`src/slcd_pkg.sv`:
```
package slcd_pkg;

  localparam int PAYLOAD_DEPTH_DEFAULT = 256;

  // command codes carried in s_tuser
  localparam logic CMD_RECEIVE = 1'b0;
  localparam logic CMD_READ    = 1'b1;

  // register indexes, taken from paddr[2]
  localparam logic REG_SYNC_FIRST  = 1'b0;
  localparam logic REG_SYNC_SECOND = 1'b1;

  localparam logic [7:0] SYNC_FIRST_RESET  = 8'hAA;
  localparam logic [7:0] SYNC_SECOND_RESET = 8'h55;

  // bit positions in m_tuser
  localparam int TUSER_GOOD = 0;
  localparam int TUSER_BAD  = 1;

  localparam int IN_DATA_W  = 16;
  localparam int OUT_DATA_W = 40;
  localparam int OUT_USER_W = 2;

endpackage

```
`src/slcd_payload_ram.sv`:
```
module slcd_payload_ram #(
  parameter int DEPTH = 256,
  parameter int AW    = 8
) (
  input  logic          clk,
  input  logic          wr_en,
  input  logic [AW-1:0] wr_addr,
  input  logic [7:0]    wr_data,
  input  logic          rd_en,
  input  logic [AW-1:0] rd_addr,
  output logic [7:0]    rd_data
);

  logic [7:0] mem [DEPTH];

  always_ff @(posedge clk) begin
    if (wr_en) begin
      mem[wr_addr] <= wr_data;
    end
  end

  always_ff @(posedge clk) begin
    if (rd_en) begin
      rd_data <= mem[rd_addr];
    end
  end

endmodule

```
`src/sync_length_checksum_deframer.sv`:
```
// Frame parser for a byte stream laid out as: sync byte one, sync byte two,
// class, id, length, payload (max(length, 1) bytes), 8-bit additive checksum.
// Input channel s_*: s_tuser selects receive (rx_byte in s_tdata[7:0]) or a
// read of the payload store (read_index in s_tdata[15:8]). Every input
// transaction yields exactly one result on m_*: good/bad flags in m_tuser,
// latest class/id/length, last good checksum and the read byte in m_tdata.
// Sync byte values come from two APB registers (0x0 and 0x4); the user must
// write them only while the block is idle, which the block does not enforce.
// The result register and the payload RAM read register load at the
// accepting edge. Throughput is one transaction per cycle unless a held
// result stalls the input; the single-port-per-side payload RAM does one
// write (payload byte) or one read (read command) per transaction.
// When m_tready is low the result holds and s_tready drops until it is
// taken. Synchronous reset returns the parser to the first sync hunt, clears
// header registers and restores the default sync values; the payload RAM is
// not cleared and its unwritten entries read as anything.
module sync_length_checksum_deframer #(
  parameter int PAYLOAD_DEPTH = slcd_pkg::PAYLOAD_DEPTH_DEFAULT
) (
  input  logic                            clk,
  input  logic                            rst,
  input  logic                            s_tvalid,
  output logic                            s_tready,
  input  logic [slcd_pkg::IN_DATA_W-1:0]  s_tdata,  // rx_byte, read_index
  input  logic                            s_tuser,  // command
  output logic                            m_tvalid,
  input  logic                            m_tready,
  output logic [slcd_pkg::OUT_DATA_W-1:0] m_tdata,  // class, id, length, checksum, read_data
  output logic [slcd_pkg::OUT_USER_W-1:0] m_tuser,  // frame_good, frame_bad
  input  logic                            psel,
  input  logic                            penable,
  input  logic                            pwrite,
  input  logic [2:0]                      paddr,
  input  logic [31:0]                     pwdata,
  output logic [31:0]                     prdata,
  output logic                            pready
);
  import slcd_pkg::*;

  localparam int AW = (PAYLOAD_DEPTH > 1) ? $clog2(PAYLOAD_DEPTH) : 1;
  localparam logic [8:0] DEPTH_9 = 9'(PAYLOAD_DEPTH);

  typedef enum logic [2:0] {
    PH_SYNC1, PH_SYNC2, PH_CLASS, PH_ID, PH_LEN, PH_PAYLOAD, PH_CHECK
  } phase_t;

  logic [7:0] sync_first;
  logic [7:0] sync_second;
  phase_t     phase;
  logic [7:0] write_position;
  logic [7:0] length_seen;
  logic [7:0] running_sum;
  logic [7:0] class_reg;
  logic [7:0] id_reg;
  logic [7:0] checksum_reg;

  logic       res_valid;
  logic       res_good;
  logic       res_bad;
  logic       res_read;

  logic       accept;
  logic       is_rx;
  logic [7:0] rx_byte;
  logic [7:0] read_index;
  logic       wr_en;
  logic       rd_en;
  logic       last_byte;
  logic [7:0] sum_next;
  logic [7:0] rd_data;
  logic       cfg_wr;

  assign rx_byte    = s_tdata[7:0];
  assign read_index = s_tdata[15:8];
  assign s_tready   = !rst && (!res_valid || m_tready);
  assign accept     = s_tvalid && s_tready;
  assign is_rx      = (s_tuser == CMD_RECEIVE);

  assign sum_next  = running_sum + rx_byte;
  assign last_byte = ({1'b0, write_position} + 9'd1) >= {1'b0, length_seen};
  assign wr_en     = accept && is_rx && (phase == PH_PAYLOAD)
                     && ({1'b0, write_position} < DEPTH_9);
  assign rd_en     = accept && !is_rx && ({1'b0, read_index} < DEPTH_9);

  slcd_payload_ram #(
    .DEPTH (PAYLOAD_DEPTH),
    .AW    (AW)
  ) u_ram (
    .clk     (clk),
    .wr_en   (wr_en),
    .wr_addr (write_position[AW-1:0]),
    .wr_data (rx_byte),
    .rd_en   (rd_en),
    .rd_addr (read_index[AW-1:0]),
    .rd_data (rd_data)
  );

  // parser state and result register
  always_ff @(posedge clk) begin
    if (rst) begin
      phase          <= PH_SYNC1;
      write_position <= '0;
      length_seen    <= '0;
      running_sum    <= '0;
      class_reg      <= '0;
      id_reg         <= '0;
      checksum_reg   <= '0;
      res_valid      <= 1'b0;
      res_good       <= 1'b0;
      res_bad        <= 1'b0;
      res_read       <= 1'b0;
    end else begin
      if (accept) begin
        res_valid <= 1'b1;
      end else if (m_tready) begin
        res_valid <= 1'b0;
      end
      if (accept) begin
        res_good  <= 1'b0;
        res_bad   <= 1'b0;
        res_read  <= rd_en;
        if (is_rx) begin
          unique case (phase)
            PH_SYNC1: begin
              if (rx_byte == sync_first) phase <= PH_SYNC2;
            end
            PH_SYNC2: begin
              // a wrong second byte keeps waiting here
              if (rx_byte == sync_second) phase <= PH_CLASS;
            end
            PH_CLASS: begin
              class_reg <= rx_byte;
              phase     <= PH_ID;
            end
            PH_ID: begin
              id_reg <= rx_byte;
              phase  <= PH_LEN;
            end
            PH_LEN: begin
              length_seen    <= rx_byte;
              write_position <= '0;
              running_sum    <= '0;
              phase          <= PH_PAYLOAD;
            end
            PH_PAYLOAD: begin
              running_sum    <= sum_next;
              write_position <= write_position + 8'd1;
              if (last_byte) phase <= PH_CHECK;
            end
            PH_CHECK: begin
              if (running_sum == rx_byte) begin
                checksum_reg <= rx_byte;
                res_good     <= 1'b1;
              end else begin
                res_bad <= 1'b1;
              end
              phase          <= PH_SYNC1;
              write_position <= '0;
              running_sum    <= '0;
            end
            default: begin
              phase          <= PH_SYNC1;
              write_position <= '0;
              running_sum    <= '0;
            end
          endcase
        end
      end
    end
  end

  // header registers only change on an accept, so they stay aligned with the result
  assign m_tvalid = res_valid;
  assign m_tdata  = {(res_read ? rd_data : 8'h00), checksum_reg, length_seen, id_reg,
                     class_reg};
  always_comb begin
    m_tuser             = '0;
    m_tuser[TUSER_GOOD] = res_good;
    m_tuser[TUSER_BAD]  = res_bad;
  end

  // configuration port
  assign pready = 1'b1;
  assign cfg_wr = psel && penable && pwrite;

  always_ff @(posedge clk) begin
    if (rst) begin
      sync_first  <= SYNC_FIRST_RESET;
      sync_second <= SYNC_SECOND_RESET;
    end else if (cfg_wr) begin
      unique case (paddr[2])
        REG_SYNC_FIRST:  sync_first  <= pwdata[7:0];
        REG_SYNC_SECOND: sync_second <= pwdata[7:0];
        default: ;
      endcase
    end
  end

  always_comb begin
    unique case (paddr[2])
      REG_SYNC_FIRST:  prdata = {24'h0, sync_first};
      REG_SYNC_SECOND: prdata = {24'h0, sync_second};
      default:         prdata = '0;
    endcase
  end

endmodule

```
`config.mk`:
```
export PLATFORM = sky130hd
export DESIGN_NAME = sync_length_checksum_deframer
export DESIGN_NICKNAME = d
export VERILOG_FILES = /design/src/slcd_pkg.sv /design/src/slcd_payload_ram.sv /design/src/sync_length_checksum_deframer.sv
export SDC_FILE = /design/constraint.sdc
export NUM_CORES = 2
export LEC_CHECK = 0
export BUFFER_PORTS_ARGS = -buffer_cell sky130_fd_sc_hd__buf_2
export CAP_MARGIN = 20
export CORE_MARGIN = 5
export CORE_UTILIZATION = 30
export DETAILED_ROUTE_END_ITERATION = 16
export GPL_TIMING_DRIVEN = 1
export PLACE_DENSITY = 0.49
export RECOVER_POWER = 25
export SYNTH_ARGS = -nofsm -noshare
export SYNTH_HDL_FRONTEND = slang
export SYNTH_HIERARCHICAL = 1
export SYNTH_SLANG_ARGS = --single-unit
export TNS_END_PERCENT = 100
```
`constraint.sdc`:
```
create_clock -name clk -period 3.2 [get_ports clk]
set_input_delay 0.64 -clock clk [delete_from_list [all_inputs] [get_ports clk]]
set_output_delay 0.64 -clock clk [all_outputs]
set_load 0.05 [all_outputs]
```
==> out/qor.txt <==
STA
--------------------------------------------------------------------------------------
Number of setup violations in the final report                                       0
Period Utilization, post-route                                                   96.8%
Number of hold violations in the final report                                        0
Setup repair after global routing missed its margin                                 no
Minimum clock period                                                           3100 ps
Slew of the pin with the lowest slew margin                                    2600 ps
Final slew viol count                                                              654
Final-layout setup total negative slack                                           0 ps
Headroom to the max-slew limit                                                  -73.6%
Max frequency                                                                0.323 GHz
Clock skew after layout                                                        52.7 ps

LOGIC SYNTHESIS
--------------------------------------------------------------------------------------
Post-synth top cells                                                      edfxtp_1 (2,056), mux4_2 (454), nor2_1 (334), mux2i_1 (166), a22oi_1 (136)
Adder and majority cell fraction of the synthesized area                        0.264%
Cell with the most instances after synthesis                                  edfxtp_1
Multiplexer area fraction after synthesis                                        14.4%
Ys async rst share                                                                  0%
Area share of the largest cell type after synthesis                              73.9%
Share of the synthesized netlist area taken by xor and xnor gates               0.273%
Avg Synthesized Cell Area                                                     19.9 um2
FF+latch count, synth                                                            2,127
Largest family of logic cells by synthesized area                         multiplexers
Sequential fraction of the synthesis area                                        75.6%
Total of warnings raised by yosys                                                    6
Compound-gate portion of the synthesized area                                    3.72%
Simple logic cell fraction of the synthesized area                               3.48%
Number of enable-type register cells in the synthesized netlist                  2,056
Count of different cell masters after synthesis                                     78
Mapped Cells                                                                     4,188
Syn Std Cell Area                                                           83,500 um2
Ys flop type                                                                  edfxtp_1
Leading post-synthesis cells by cell area                                 edfxtp_1 (74%), mux4_2 (12%), mux2i_1 (2.0%), dfxtp_1 (1.7%), nor2_1 (1.5%)
Library cell occupying the most area in the post-synthesis netlist            edfxtp_1

PLACED DESIGN
--------------------------------------------------------------------------------------
DP Wirelength                                                                   149 mm
Weighted congestion at the end of routability-driven global placement            0.808
Number of buffers added on ports                                                    84

FINISH
--------------------------------------------------------------------------------------
Total of fill cells in the finished design                                      25,800
Fraction of final layout cells with drive strength greater than 1                30.1%
Max FFs per register                                                             2,048
Register ranked first by flip-flop count                                     u_ram/mem
Synthesis-to-layout area growth                                                  19.8%
Number of nets in the finished design                                            4,992

FLOORPLANNING
--------------------------------------------------------------------------------------
Area of the placeable core                                                 277,000 um2
Floorplan die area                                                         289,000 um2
IO Count                                                                           136
Placement row count                                                                193
Initial core utilization                                                         30.2%
Die height                                                                      538 um
Die Width                                                                       538 um

POWER AND IR DROP
--------------------------------------------------------------------------------------
Worst-case vdd ir drop                                                          515 uV
Lkg Pwr                                                                        32.3 nW
Sum of internal, switching and leakage power                                   58.5 mW
Total power density per cell area                                           585 nW/um2

WORST HOLD PATH
--------------------------------------------------------------------------------------
Type of the most critical hold path                                          in -> reg
Start point of the worst min-delay path                                       m_tready

CLOCKING
--------------------------------------------------------------------------------------
Number of clock sinks                                                            2,127
Insertion delay to the later sink of the worst-skew pair                        870 ps
Clock slew at the register clock pins of the worst setup and hold paths          60 ps
CTS max path bufs                                                                    3
H-tree levels                                                                        4
CTS Root Buffer Type                                                         clkbuf_16
CTS tree                                                                           yes
Inserted Clock Buffers                                                             218

SETUP PATH
--------------------------------------------------------------------------------------
CP arrival                                                                     3670 ps
Startpoint of the most critical setup path                                  s_tdata[8]
Setup crit end kind                                                               flop
Maximum fanout encountered on the critical timing path                              33
Kind of launch point of the worst setup path                                 input pin
Reg2reg start                                                             u_ram/mem[211][7]
Critical path required time                                                    3780 ps
Critical path class                                                          in -> reg

ROUTE
--------------------------------------------------------------------------------------
Number of optimization iterations in the first detailed-route pass                   5
Number of DRC markers after the initial detailed-route iteration                 3,940
Vias                                                                            43,300
DRT Wirelength                                                                  232 mm
Vias/cell                                                                         4.92
Routed WL per cell                                                             26.3 um
Remaining antenna violation count after routing                                      0
Post-route DRC violation count                                                       0

GLOBAL ROUTING
--------------------------------------------------------------------------------------
Number of global-route vias before repair                                       44,600
Wire length of the first global-routing pass                                    332 mm
Maximum number of pins on one net before global-route repair                       193
Initial antenna violation count                                                     13
Total global-route track usage                                                   15.8%
Grt ovf                                                                              0

STATUS
--------------------------------------------------------------------------------------
Violated checks                                                           capacitance limit, slew limit
Result of the run                                                         finished with violations

FLOW RUN
--------------------------------------------------------------------------------------
Number of max-capacitance violations reported                                       10

## worst max-delay path, cell delays in order
cell and delay (ps):
buf_8 190, buf_12 190, buf_12 120, buf_12 240, mux2i_1 240, o221ai_1 290
o22ai_1 250, nor3_1 90, buf_4 140, nor4_1 900, buf_4 240, nor4_1 50
## final timing paths
| path | cells past startpoint | slack, ps | endpoint |
|---|---|---|---|
| setup / recovery | 12 | 100 | u_ram/rd_data[7] |
| hold / removal | 4 | 110 | m_tvalid |
| setup reg to reg | 6 | 250 | u_ram/rd_data[7] |
| hold reg to reg | 2 | 450 | class_reg[7] |
## placed cells by master, fill, tap and decap left out, types with 32 or more instances in the layout
master | netlist | layout
mux2i_1 | 166 | 166
nand2_1 | 78 | 78
a21oi_1 | 127 | 127
nor2_1 | 334 | 331
a22oi_1 | 136 | 136
buf_4 | 54 | 587
dfxtp_1 | 71 | 70
clkinv_1 | 1 | 55
nor2b_1 | 35 | 32
edfxtp_1 | 2056 | 2056
o221ai_1 | 47 | 47
mux4_2 | 454 | 454
buf_2 | 34 | 70
nand3_1 | 48 | 45
clkinv_2 | 0 | 33
clkbuf_16 | 0 | 224
buf_12 | 8 | 80
clkbuf_1 | 131 | 72
## metal layers
layer	part of all wire (%)	global-route usage (%)	vias up
met5	0.0095	0	-
met4	2.3	4.08	4
met3	5.3	2.45	282
met2	49	26.0	1184
met1	44	22.1	23200
li1	-	-	18700
## metrics by stage
step / hold WS (ps) / util [%] / setup slack, ps / cells / cell area, um2
floorplan: 436 / - / 120 / 4211 / 83600
global placement: 441 / 33.7 / -828 / 8391 / 93200
detailed placement: 444 / 33.7 / -779 / 8391 / 93200
CTS: 27.8 / 36.2 / 135 / 8803 / 100000
global route: 89.3 / 36.2 / 23.8 / 8805 / 100000
finish: 110 / 36.2 / 102 / 8806 / 100000
## logic make-up (layout without fill, tap and decap cells)
family                   count (synthesis)  count (layout)
XOR/XNOR                                26              26
AND/OR/NAND/NOR                        633             633
AO/OA/AOI/OAI                          447             447
multiplexers                           632             632
adder cells (fa/ha/maj)                 17              17
flip-flops                            2127            2127
other                                    2              28
buffers and inverters                  304            1191
## repair_timing
item / CTS / global route
endpoints found under the hold margin: 19 / 0
endpoints found under the setup margin: 3 / 0
resized for setup: 1 / 0
hold buffers: 10 / 0
buffers inserted: 0 / 0
## cell type report
cell class / instances / area (um2) / share of cell area, %
Timing Repair Buffer: 774 / 6620 / 6.61
Antenna cell: 3 / 7.51 / 0.00750
Inverter: 15 / 56.3 / 0.0562
Sequential cell: 2127 / 63200 / 63.1
Tap cell: 3705 / 4640 / 4.63
Clock inverter: 119 / 1080 / 1.08
Clock buffer: 283 / 5870 / 5.86
Multi-Input combinational cell: 1780 / 18700 / 18.7
## where the power goes
part | leakage, nW | switching (mW) | internal (mW)
Combinational | 9.90 | 1.92 | 1.20
Sequential | 19.0 | 0.0130 | 30.5
Clock | 3.39 | 10.6 | 14.2
Total | 32.3 | 12.5 | 46.0
(Power assumes the default switching activity.)
